### src/rtl/switch_tap_gesture_decoder_macros.svh
// Assertion macros for the switch tap gesture decoder RTL.
`ifndef SWITCH_TAP_GESTURE_DECODER_MACROS_SVH
`define SWITCH_TAP_GESTURE_DECODER_MACROS_SVH

`ifndef ASSERT_OFF

// Checks that the property holds at every clock edge outside reset.
`define STGD_ASSERT(lbl, clk, rst_n, prop) \
  lbl: assert property (@(posedge clk) disable iff (!rst_n) (prop)) \
    else $error("stgd assertion failed");

// Checks that the property never holds at any clock edge outside reset.
`define STGD_ASSERT_NEVER(lbl, clk, rst_n, prop) \
  lbl: assert property (@(posedge clk) disable iff (!rst_n) !(prop)) \
    else $error("stgd forbidden condition seen");

`else

`define STGD_ASSERT(lbl, clk, rst_n, prop)
`define STGD_ASSERT_NEVER(lbl, clk, rst_n, prop)

`endif

`endif

### src/rtl/stgd_pkg.sv
// Types and constants for the switch tap gesture decoder.
`default_nettype none

package stgd_pkg;

  localparam int unsigned TimeW = 32;

  // Configuration register indexes.
  localparam logic [1:0] RegDebounce = 2'd0;
  localparam logic [1:0] RegDecay    = 2'd1;
  localparam logic [1:0] RegFrame    = 2'd2;

  // Countdown thresholds in tenths of a second.
  localparam logic [5:0] ReloadTenths = 6'd50;
  localparam logic [5:0] TrimLimit    = 6'd25;
  localparam logic [5:0] CalLow       = 6'd21;
  localparam logic [5:0] CalHigh      = 6'd49;
  localparam logic [5:0] CalCancel    = 6'd20;

  // Gesture codes.
  localparam logic [3:0] GestNone   = 4'd0;
  localparam logic [3:0] GestSave   = 4'd4;
  localparam logic [3:0] GestCancel = 4'd6;
  localparam logic [3:0] GestCal    = 4'd8;
  localparam logic [3:0] GestTop    = 4'd12;

  localparam logic [7:0] TapsSave = 8'd4;
  localparam logic [7:0] TapsCal  = 8'd8;

  typedef struct packed {
    logic [31:0] now_ms;
    logic        aux_on;
    logic        armed;
    logic        compass_busy;
  } req_t;

  typedef struct packed {
    logic       save_trim_active;
    logic       servo_trim_ok;
    logic       start_compass_cal;
    logic [7:0] tap_count;
    logic [3:0] gesture_value;
  } rsp_t;

  typedef struct packed {
    logic [9:0] debounce_ms;
    logic [9:0] decay_period_ms;
    logic [3:0] frame_type;
  } cfg_t;

  typedef struct packed {
    logic [7:0]       taps;
    logic [3:0]       gesture;
    logic [5:0]       countdown;
    logic [TimeW-1:0] last_on_ms;
    logic [TimeW-1:0] last_decay_ms;
    logic             save_trim;
    logic             servo_trim;
  } state_t;

endpackage

`default_nettype wire

### src/rtl/stgd_update.sv
// Next-state and result logic for one polling tick of the tap gesture decoder.
`default_nettype none

module stgd_update (
  input  wire stgd_pkg::state_t cur_i,
  input  wire stgd_pkg::req_t   req_i,
  input  wire stgd_pkg::cfg_t   cfg_i,
  output stgd_pkg::state_t      nxt_o,
  output stgd_pkg::rsp_t        rsp_o
);

  logic [stgd_pkg::TimeW-1:0] now;
  logic [stgd_pkg::TimeW-1:0] on_gap;
  logic [stgd_pkg::TimeW-1:0] decay_gap;
  logic                       frame_ok;
  logic                       cal;
  stgd_pkg::state_t           s;

  assign now       = req_i.now_ms[stgd_pkg::TimeW-1:0];
  assign on_gap    = now - cur_i.last_on_ms;
  assign decay_gap = now - cur_i.last_decay_ms;
  assign frame_ok  = (cfg_i.frame_type == 4'd3) || (cfg_i.frame_type == 4'd4) ||
                     (cfg_i.frame_type == 4'd5);

  always_comb begin
    s   = cur_i;
    cal = 1'b0;

    // A tap counts only after a long enough off gap; every on tick reloads.
    if (req_i.aux_on) begin
      if (on_gap > {{(stgd_pkg::TimeW-10){1'b0}}, cfg_i.debounce_ms}) begin
        s.taps = s.taps + 8'd1;
        if (s.gesture >= stgd_pkg::GestSave && s.gesture <= stgd_pkg::GestTop) begin
          s.gesture = s.gesture + 4'd1;
        end
      end
      s.countdown  = stgd_pkg::ReloadTenths;
      s.last_on_ms = now;
    end

    if (s.countdown != 6'd0 &&
        decay_gap > {{(stgd_pkg::TimeW-10){1'b0}}, cfg_i.decay_period_ms}) begin
      s.countdown     = s.countdown - 6'd1;
      s.last_decay_ms = now;
    end

    if (s.taps == stgd_pkg::TapsCal && !req_i.aux_on) begin
      s.taps = 8'd0;
    end
    if (!req_i.aux_on && s.countdown == 6'd0) begin
      s.taps = 8'd0;
    end

    if (s.taps == stgd_pkg::TapsSave && req_i.aux_on && !req_i.compass_busy) begin
      s.gesture = stgd_pkg::GestSave;
    end
    if (s.taps == stgd_pkg::TapsCal && req_i.aux_on) begin
      s.gesture = stgd_pkg::GestCal;
    end

    if (req_i.armed) begin
      if (s.gesture == stgd_pkg::GestSave && s.countdown <= stgd_pkg::TrimLimit) begin
        s.save_trim = 1'b1;
      end
      if (s.gesture == stgd_pkg::GestCancel && s.countdown <= stgd_pkg::TrimLimit) begin
        s.gesture   = stgd_pkg::GestNone;
        s.save_trim = 1'b0;
      end
    end else begin
      if (s.gesture == stgd_pkg::GestCal && s.countdown >= stgd_pkg::CalLow &&
          s.countdown <= stgd_pkg::CalHigh) begin
        cal = 1'b1;
      end
      if (s.gesture == stgd_pkg::GestCal && s.countdown == stgd_pkg::CalCancel) begin
        s.gesture = stgd_pkg::GestNone;
      end
      if (s.gesture == stgd_pkg::GestSave && s.countdown <= stgd_pkg::TrimLimit &&
          frame_ok) begin
        s.servo_trim = 1'b1;
      end
      if (s.gesture == stgd_pkg::GestCancel && s.countdown <= stgd_pkg::TrimLimit &&
          frame_ok) begin
        s.gesture    = stgd_pkg::GestNone;
        s.servo_trim = 1'b0;
      end
    end

    // Timeout: the top gesture falls back to the trim gesture while a trim
    // mode is active; codes 5, 7, 9 to 11 and 13 are simply dropped.
    if (s.countdown == 6'd0) begin
      if (s.gesture == stgd_pkg::GestTop) begin
        s.gesture = (s.save_trim || s.servo_trim) ? stgd_pkg::GestSave : stgd_pkg::GestNone;
      end
      if (s.gesture == 4'd5 || s.gesture == 4'd7 || s.gesture == 4'd9 ||
          s.gesture == 4'd10 || s.gesture == 4'd11 || s.gesture == 4'd13) begin
        s.gesture = stgd_pkg::GestNone;
      end
    end
  end

  assign nxt_o = s;

  assign rsp_o.save_trim_active  = s.save_trim;
  assign rsp_o.servo_trim_ok     = s.servo_trim;
  assign rsp_o.start_compass_cal = cal;
  assign rsp_o.tap_count         = s.taps;
  assign rsp_o.gesture_value     = s.gesture;

endmodule

`default_nettype wire

### src/rtl/switch_tap_gesture_decoder.sv
// A request is held in the input register, then its result in the result register.
// Throughput: one request per cycle while the result side does not stall; the update is a single combinational pass.
// While a result waits, an empty input register still takes one request; once both
// registers are full, a stall on the result side holds the request side too.
// Reset (asynchronous, active low) clears the decoder state and valid flags and
// loads the configuration defaults: debounce 50 ms, decay period 100 ms, frame type 0.
`default_nettype none

module switch_tap_gesture_decoder (
  input  wire logic           clk_i,
  input  wire logic           rst_ni,
  // Request channel.
  input  wire logic           in_valid_i,
  output      logic           in_stall_o,
  input  wire stgd_pkg::req_t in_req_i,
  // Result channel.
  output      logic           out_valid_o,
  input  wire logic           out_stall_i,
  output stgd_pkg::rsp_t      out_rsp_o,
  // Configuration write channel.
  input  wire logic           cfg_valid_i,
  output      logic           cfg_ready_o,
  input  wire logic [1:0]     cfg_index_i,
  input  wire logic [9:0]     cfg_data_i
);

`include "switch_tap_gesture_decoder_macros.svh"

  // Input register, holding one request until the update can run on it.
  logic             in_valid_q, in_valid_d;
  stgd_pkg::req_t   in_req_q;

  // Result register.
  logic             out_valid_q, out_valid_d;
  stgd_pkg::rsp_t   out_rsp_q;

  // Decoder state and configuration.
  stgd_pkg::state_t state_q, state_d;
  stgd_pkg::cfg_t   cfg_q, cfg_d;
  stgd_pkg::rsp_t   rsp_d;

  logic out_free;
  logic fire;
  logic in_take;
  logic cal_bad;

  // The result register can be loaded when it is empty or being emptied now.
  assign out_free = !out_valid_q || !out_stall_i;
  // A held request is processed as soon as its result has somewhere to go.
  assign fire     = in_valid_q && out_free;
  // The input register only pushes back when its request is stuck behind a stalled result.
  assign in_stall_o = in_valid_q && !out_free;
  assign in_take    = in_valid_i && !in_stall_o;

  assign in_valid_d  = in_take ? 1'b1 : (fire ? 1'b0 : in_valid_q);
  assign out_valid_d = fire ? 1'b1 : (out_free ? 1'b0 : out_valid_q);

  stgd_update u_update (
    .cur_i (state_q),
    .req_i (in_req_q),
    .cfg_i (cfg_q),
    .nxt_o (state_d),
    .rsp_o (rsp_d)
  );

  // Configuration writes are always accepted; an index beyond the list is dropped.
  assign cfg_ready_o = 1'b1;

  always_comb begin
    cfg_d = cfg_q;
    if (cfg_valid_i) begin
      case (cfg_index_i)
        stgd_pkg::RegDebounce: cfg_d.debounce_ms     = cfg_data_i;
        stgd_pkg::RegDecay:    cfg_d.decay_period_ms = cfg_data_i;
        stgd_pkg::RegFrame:    cfg_d.frame_type      = cfg_data_i[3:0];
        default:               cfg_d = cfg_q;
      endcase
    end
  end

  always_ff @(posedge clk_i or negedge rst_ni) begin
    if (!rst_ni) begin
      in_valid_q            <= 1'b0;
      out_valid_q           <= 1'b0;
      state_q               <= '0;
      cfg_q.debounce_ms     <= 10'd50;
      cfg_q.decay_period_ms <= 10'd100;
      cfg_q.frame_type      <= 4'd0;
    end else begin
      in_valid_q  <= in_valid_d;
      out_valid_q <= out_valid_d;
      cfg_q       <= cfg_d;
      if (fire) begin
        state_q <= state_d;
      end
    end
  end

  // Payload registers carry no reset.
  always_ff @(posedge clk_i) begin
    if (in_take) begin
      in_req_q <= in_req_i;
    end
    if (fire) begin
      out_rsp_q <= rsp_d;
    end
  end

  assign out_valid_o = out_valid_q;
  assign out_rsp_o   = out_rsp_q;

  assign cal_bad = out_valid_q && out_rsp_q.start_compass_cal &&
                   (out_rsp_q.gesture_value != stgd_pkg::GestCal);

  // The countdown is reloaded to its top value and only ever decremented.
  `STGD_ASSERT(a_countdown_range, clk_i, rst_ni, state_q.countdown <= stgd_pkg::ReloadTenths)

  // A calibration request can only come with the calibration gesture still stored.
  `STGD_ASSERT_NEVER(a_cal_gesture, clk_i, rst_ni, cal_bad)

  // A request that is processed always leaves a result behind.
  `STGD_ASSERT(a_fire_result, clk_i, rst_ni, fire |=> out_valid_q)

  // Stall is only raised while a request sits in the input register.
  `STGD_ASSERT_NEVER(a_stall_empty, clk_i, rst_ni, in_stall_o && !in_valid_q)

endmodule

`default_nettype wire

### config.mk
export PLATFORM = sky130hd
export DESIGN_NAME = switch_tap_gesture_decoder
export DESIGN_NICKNAME = d
export VERILOG_FILES = /design/src/rtl/stgd_pkg.sv /design/src/rtl/stgd_update.sv /design/src/rtl/switch_tap_gesture_decoder.sv
export VERILOG_INCLUDE_DIRS = /design/src /design/src/rtl
export SDC_FILE = /design/constraint.sdc
export NUM_CORES = 1
export LEC_CHECK = 0
export BUFFER_PORTS_ARGS = -buffer_cell sky130_fd_sc_hd__buf_2
export CAP_MARGIN = 20
export CORE_MARGIN = 3
export CORE_UTILIZATION = 25
export CTS_CLUSTER_DIAMETER = 120
export DETAILED_ROUTE_END_ITERATION = 10
export SLEW_MARGIN = 20
export SYNTH_ARGS = -nofsm -noshare
export SYNTH_HDL_FRONTEND = slang
export SYNTH_SLANG_ARGS = --single-unit
export TNS_END_PERCENT = 1
### constraint.sdc
create_clock -name clk_i -period 12.43 [get_ports clk_i]
set_clock_uncertainty 0.05 [all_clocks]
set_input_delay 2.486 -clock clk_i [delete_from_list [all_inputs] [get_ports clk_i]]
set_output_delay 2.486 -clock clk_i [all_outputs]
set_load 0.05 [all_outputs]
==> results of run 1 <==
layout by cell type, fill, tap and decap left out, types with 26 or more instances in the layout:
cell / n
nor2_1: 80
a21oi_1: 76
nand3_1: 26
buf_2: 67
xnor2_1: 29
o21ai_0: 94
dfrtp_1: 104
ha_1: 87
mux2_2: 65
edfxtp_1: 50
nand2_1: 156
inv_1: 108
flip-flops by register name (all words and copies together), names as in the netlist:
register	count
in_valid_q	1
in_req_q	35
state_q	84
cfg_q	24
out_valid_o	1
out_rsp_o	15
layer usage:
| metal | track usage, % | vias to the layer above |
|---|---|---|
| li1 | - | 4757 |
| met3 | 2.11 | 32 |
| met5 | 0 | - |
| met2 | 21.0 | 186 |
| met1 | 15.7 | 4634 |
| met4 | 4.09 | 0 |
area by class of cell:
class	count	area, um^2
Multi-Input combinational cell	974	6730
Tap cell	600	751
Timing Repair Buffer	73	380
Clock buffer	19	433
Sequential cell	160	4260
Fill cell	4791	32400
Inverter	109	409
Clock inverter	13	234
where the power goes:
part / switching, mW / internal, mW / leakage (nW) / total, mW
Clock: 0.223 / 0.378 / 0.316 / 0.601
Combinational: 0.655 / 0.430 / 3.49 / 1.09
Sequential: 0.0702 / 0.648 / 1.81 / 0.718
worst max-delay path by stage:
stage / to / slack [ps] / depth (start not counted)
floorplan: in_stall_o / 6970 / 2
detailed placement: out_rsp_o[0] / 6310 / 25
global route: out_rsp_o[0] / 5550 / 25
CTS: out_rsp_o[0] / 6280 / 25
global placement: out_rsp_o[0] / 6560 / 22
finish: out_rsp_o[0] / 6230 / 22
worst reg2reg max path: cells and delay by family, from the launching register on:
kind | cells | cell delay [ps]
AOI/OAI and AO/OA | 11 | 2250
and+or+nand+nor | 7 | 2130
adders and majority gates | 2 | 680
DFF | 1 | 450
muxes | 1 | 220
xor gates and xnor gates | 1 | 150
kinds of logic after synthesis:
| logic type | after synthesis | share of synthesized area [%] |
|---|---|---|
| adders and majority gates | 89 | 9.74 |
| muxes | 80 | 7.65 |
| xor gates and xnor gates | 47 | 3.55 |
| AOI/OAI and AO/OA | 351 | 19.8 |
| buffers and inverters | 158 | 5.27 |
| and+or+nand+nor | 406 | 17.2 |
| DFF | 160 | 36.8 |
| other | 1 | 0.0324 |
through the flow:
step / utilization, % / hold WS, ps / std cells
6_report: 29.0 / 446 / 1948
3_3_place_gp: 27.5 / 417 / 1916
2_1_floorplan: - / 401 / 1292
5_1_grt: 29.0 / 463 / 1948
4_1_cts: 29.0 / 449 / 1948
3_5_place_dp: 27.5 / 433 / 1916
==> qor.yml, run 1 <==
floorplanning:
  die_w_um: 221
  die_area_um2: 49000
  ioPinCount: 70
  core_area_um2: 45600
  start_util_pct: 25.4
  fp-row-count: 78
  die_h_um: 221
grt:
  grt_max_degree: 66
  grt_use_total_pct: 12.3
  antenna_found_initial: 0
  grt_pass1_vias: 9434
  gr-total-overflow: 0
  grt_pass1_wl_um: 49000
synth:
  synth_edf_count: 50
  yosys-top-cells-area: "dfrtp_1 (22%), edfxtp_1 (13%), ha_1 (9.4%)"
  yosysUniqueCellTypes: 89
  postSynthCellCount: 1292
  synthArstFlopShare_pct: 68.8
  synth_most_common_cell: "nand2_1"
  synth_fp_nets: 1433
  ys.flop_type: "dfrtp_1"
  syn_avg_cell_area_um2: 8.97
  netlist_area_um2: 11600
  synth_top_cells_by_count: "nand2_1 (156), inv_1 (108), dfrtp_1 (104)"
  synth_top_area_share_pct: 22.5
  yosys_warnings: 0
  synth_seq_cells: 160
  ys_seq_area_share_pct: 36.8
  synth_top_area_cell: "dfrtp_1"
layout:
  syn_to_final_growth_pct: 13.9
  nets: 1476
  drive_gt1_share_pct: 15.2
  antenna_cells: 0
  finish.instance_area_um2: 13200
routing:
  vias: 9609
  drt_iter0_markers: 516
  routed_via_density: 4.93
  drt-met1-wl_um: 14000
  met2WireLength_um: 14800
  drtPass1Iterations: 5
  avgRoutedWirePerCell_um: 15.7
  dr.max_layer_used: "met4"
  ant_nets: 0
  drcViolationCount: 0
  wl_met3_um: 1160
  drt_wl_total_um: 30500
worst_hold_path:
  min_from: "state_q[34]"
  hold_depth: 2
  hold_end: "state_q[34]"
  holdCritPathClass: "register to register"
critical_path:
  rrSetupSlack_ps: 6230
  crit_path_start_kind: "register"
  cpPeakStageDelay_ps: 510
  cp_top_family: "compound AO/OA/AOI/OAI gates"
  worstPathRequired_ps: 12550
  cp_max_fo: 7
  regToRegEndpoint: "out_rsp_o[0]"
  cp_cell_sequence: "ha_1 > o211ai_1 > a21oi_1 > o211ai_1 > nand2_1 > a31oi_1 > xnor2_1 > ha_1 > a211oi_1 > o21ai_0 > nor2_1 > a211oi_1 > or4_1 > nor4_1 > and4_1 > a31oi_2 > mux2i_1 > nand4_1 > nor3_1 > a211oi_1 > o41ai_1 > a21oi_1"
  crit_buf_inv: 0
  r2r_cells: 22
  critPathCaptureType: "register"
  slowest_stage: "nor3_1"
  critPathKind: "register to register"
  cp_data_arrival_time_ps: 6320
  crit_top_cell: "a211oi_1"
  crit_start: "in_req_q[5]"
  worstReg2RegStart: "in_req_q[5]"
clock_tree:
  cts_root_buf: "clkbuf_16"
  tritoncts: "yes"
  hold_buffers: 0
  postCtsSetupRepairBufs: 0
  cts_buffers: 17
  htree_levels: 4
  clock_latency_ps: 450
  clk_pin_slew_ps: 70
  cts_resized: 0
  clockBufferDepth: 2
  cts_sinks: 160
sta:
  finalWorstSetupSlack_ps: 6230
  slew_headroom_pct: 31.5
  slew_viol_final: 0
  period_minus_slack_ps: 6200
  setup_tns_ps: 0
  fin_crit_sh_pct: 49.9
  finalHoldViolCount: 0
  tightestPinTransition_ps: 1030
  max_freq_mhz: 161
  rsz0062_at_grt: "false"
  setup_viol: 0
placed_design:
  place_area_um2: 12500
  gp_congestion: 0.891
  io_buffers: 68
  dp_slack_ps: 6310
  dp_hpwl_um: 23700
pwr:
  power_leakage_nw: 5.62
  finalPower_mw: 2.40
  power_density_nw_per_um2: 182
  peakVddDrop_v: 0.000111
flow_run:
  maxCapViolCount: 0
run_status:
  status: "finished, final reports clean"
(Power assumes the default switching activity.)
==> run 2: changes to the inputs <==
Settings changed: ABC_AREA set to 1.
Clock period 12.43 ns to 6.49 ns, I/O delays scaled along.
==> run 2 against run 1 <==
- routed wire length grew 9.6%
- core utilization decreased by 0.23 points
- critical path depth is 14 higher
- worst hold slack worse by 7.2 ps
- sequential power grew 95%
- setup slack got worse by 4900 ps
- register-to-register slack got worse by 4900 ps
- global-route usage rose by 1.2 points
- fmax increased by 20%
- first-iteration DRC count is 51% higher
- critical endpoint is now out_rsp_o[1]
- largest power group unchanged
- highest routed layer unchanged
==> qor.yml, run 2 <==
clock_tree:
  cts_resized: 0
  clock_latency_ps: 460
  htree_levels: 4
  clk_pin_slew_ps: 70
  cts_sinks: 160
  postCtsSetupRepairBufs: 0
  cts_buffers: 17
  tritoncts: "yes"
  clockBufferDepth: 2
  hold_buffers: 0
  cts_root_buf: "clkbuf_16"
layout:
  nets: 1986
  reg_top3: "state_q x84, in_req_q x35, cfg_q x24"
  drive_gt1_share_pct: 8.77
  final_cells: 2473
  layout_commonest_cell: "nand2_1"
  layout_common_cells: "nand2_1 (555), inv_1 (314), nor2_1 (170)"
  top_register: "state_q"
  largest_register_ffs: 84
  antenna_cells: 0
  final_core_util_pct: 28.7
  syn_to_final_growth_pct: 13.4
pwr:
  peakVddDrop_v: 0.000178
  finalPower_mw: 4.98
  power_leakage_nw: 7.15
  power_density_nw_per_um2: 362
synth:
  yosys-top-cells-area: "dfrtp_1 (21%), nand2_1 (17%), edfxtp_1 (12%)"
  ys.flop_type: "dfrtp_1"
  syn_avg_cell_area_um2: 6.82
  ys_seq_area_share_pct: 35.2
  postSynthCellCount: 1777
  synth_fp_nets: 1918
  netlist_area_um2: 12100
  yosys_warnings: 0
  synth_most_common_cell: "nand2_1"
  synth_top_area_cell: "dfrtp_1"
  synth_edf_count: 50
  synth_seq_cells: 160
  synth_top_area_share_pct: 21.5
  yosysUniqueCellTypes: 51
  synth_top_cells_by_count: "nand2_1 (556), inv_1 (315), nor2_1 (171)"
  synthArstFlopShare_pct: 68.8
routing:
  drt_iter0_markers: 778
  drtPass1Iterations: 6
  avgRoutedWirePerCell_um: 13.5
  drt_wl_total_um: 33400
  vias: 11100
  drcViolationCount: 0
  ant_nets: 0
  routed_via_density: 4.48
floorplanning:
  die_h_um: 226
  ioPinCount: 70
  start_util_pct: 25.3
  die_area_um2: 51200
  fp-row-count: 80
  core_area_um2: 47800
  die_w_um: 226
critical_path:
  worstReg2RegStart: "in_req_q[4]"
  regToRegEndpoint: "out_rsp_o[1]"
  slowest_stage: "edfxtp_1"
  critPathKind: "register to register"
  critPathCaptureType: "register"
  r2r_cells: 36
  cpPeakStageDelay_ps: 510
  cp_data_arrival_time_ps: 5300
  cp_max_fo: 12
  crit_path_start_kind: "register"
  rrSetupSlack_ps: 1340
  crit_top_cell: "nand2_1"
  worstPathRequired_ps: 6650
placed_design:
  dp_slack_ps: 1400
  gp_congestion: 0.926
  dp.cells: 2441
  dp_hpwl_um: 27100
  io_buffers: 68
worst_hold_path:
  min_from: "cfg_q[20]"
  hold_end: "cfg_q[20]"
  holdCritPathClass: "register to register"
  hold_depth: 2
sta:
  setup_viol: 0
  finalHoldViolCount: 0
  period_minus_slack_ps: 5150
  fin_crit_sh_pct: 79.3
  tightestPinTransition_ps: 976
  slew_headroom_pct: 34.8
  setup_tns_ps: 0
  slew_viol_final: 0
  max_freq_mhz: 194
  finalWorstSetupSlack_ps: 1340
  rsz0062_at_grt: "false"
grt:
  grt_use_total_pct: 13.5
  grt_max_degree: 74
  grt_pass1_vias: 10700
  grt_pass1_wl_um: 54700
  antenna_found_initial: 0
  gr-total-overflow: 0
run_status:
  status: "finished, final reports clean"
flow_run:
  maxCapViolCount: 0
-- run 2: cell types whose count changed in the layout (fill, tap and decap cells not counted), moves of 26 or more --
cell     change
nand3_1     +68
a21oi_1     +26
nor2_1      +90
nand2_1    +399
mux2_2      -63
inv_1      +206
-- run 2: worst max-delay path: cells and delay by family (launching register included) --
kind	cells	cell delay, ps
and+or+nand+nor	25	2410
adders and majority gates	2	730
AOI/OAI and AO/OA	4	670
DFF	1	510
buffers and inverters	4	300
xor gates and xnor gates	1	200
-- run 2: how the worst max path moves through the flow --
stage / from / to
global placement: in_req_q[4] / out_rsp_o[0]
finish: in_req_q[4] / out_rsp_o[1]
CTS: in_req_q[4] / out_rsp_o[1]
floorplan: in_req_q[3] / out_rsp_o[0]
detailed placement: in_req_q[4] / out_rsp_o[1]
global route: in_req_q[4] / out_rsp_o[3]
-- run 2: cell type report --
| type | instances | area (um^2) |
|---|---|---|
| clock buffers | 22 | 465 |
| clock inverters | 10 | 101 |
| fillers | 5266 | 34100 |
| inverters | 322 | 1210 |
| multi-input cells | 1272 | 6560 |
| flip-flops and latches | 160 | 4260 |
| well taps | 615 | 769 |
| repair buffers | 72 | 377 |
-- run 2: power breakdown --
part           switching (mW)  leakage (nW)  internal, mW
Clock                   0.435         0.275         0.555
Combinational            1.73          5.08         0.861
Sequential              0.115          1.79          1.28
Total                    2.28          7.15          2.70
-- run 2: metrics by stage --
step	area, um^2	hold slack, ps
floorplan	12100	403
global placement	13200	418
detailed placement	13200	427
CTS	13700	445
global route	13700	457
finish	13700	438
-- run 2: cells by family after synthesis --
family / share of synthesized area, %
adders and majority gates: 9.31
buffers and inverters: 10.8
muxes: 0.186
AOI/OAI and AO/OA: 10.8
xor gates and xnor gates: 1.95
other: 0.0309
DFF: 35.2
and+or+nand+nor: 31.8
-- run 2: per-layer routing --
layer	vias to the layer above	GRT usage, %	wire length, um	share of wire [%]
met5	-	0	0	0
met4	0	3.34	425	1.3
met3	23	2.85	1870	5.6
met2	250	21.0	14600	44
met1	5087	19.2	16600	50
li1	5730	-	-	-
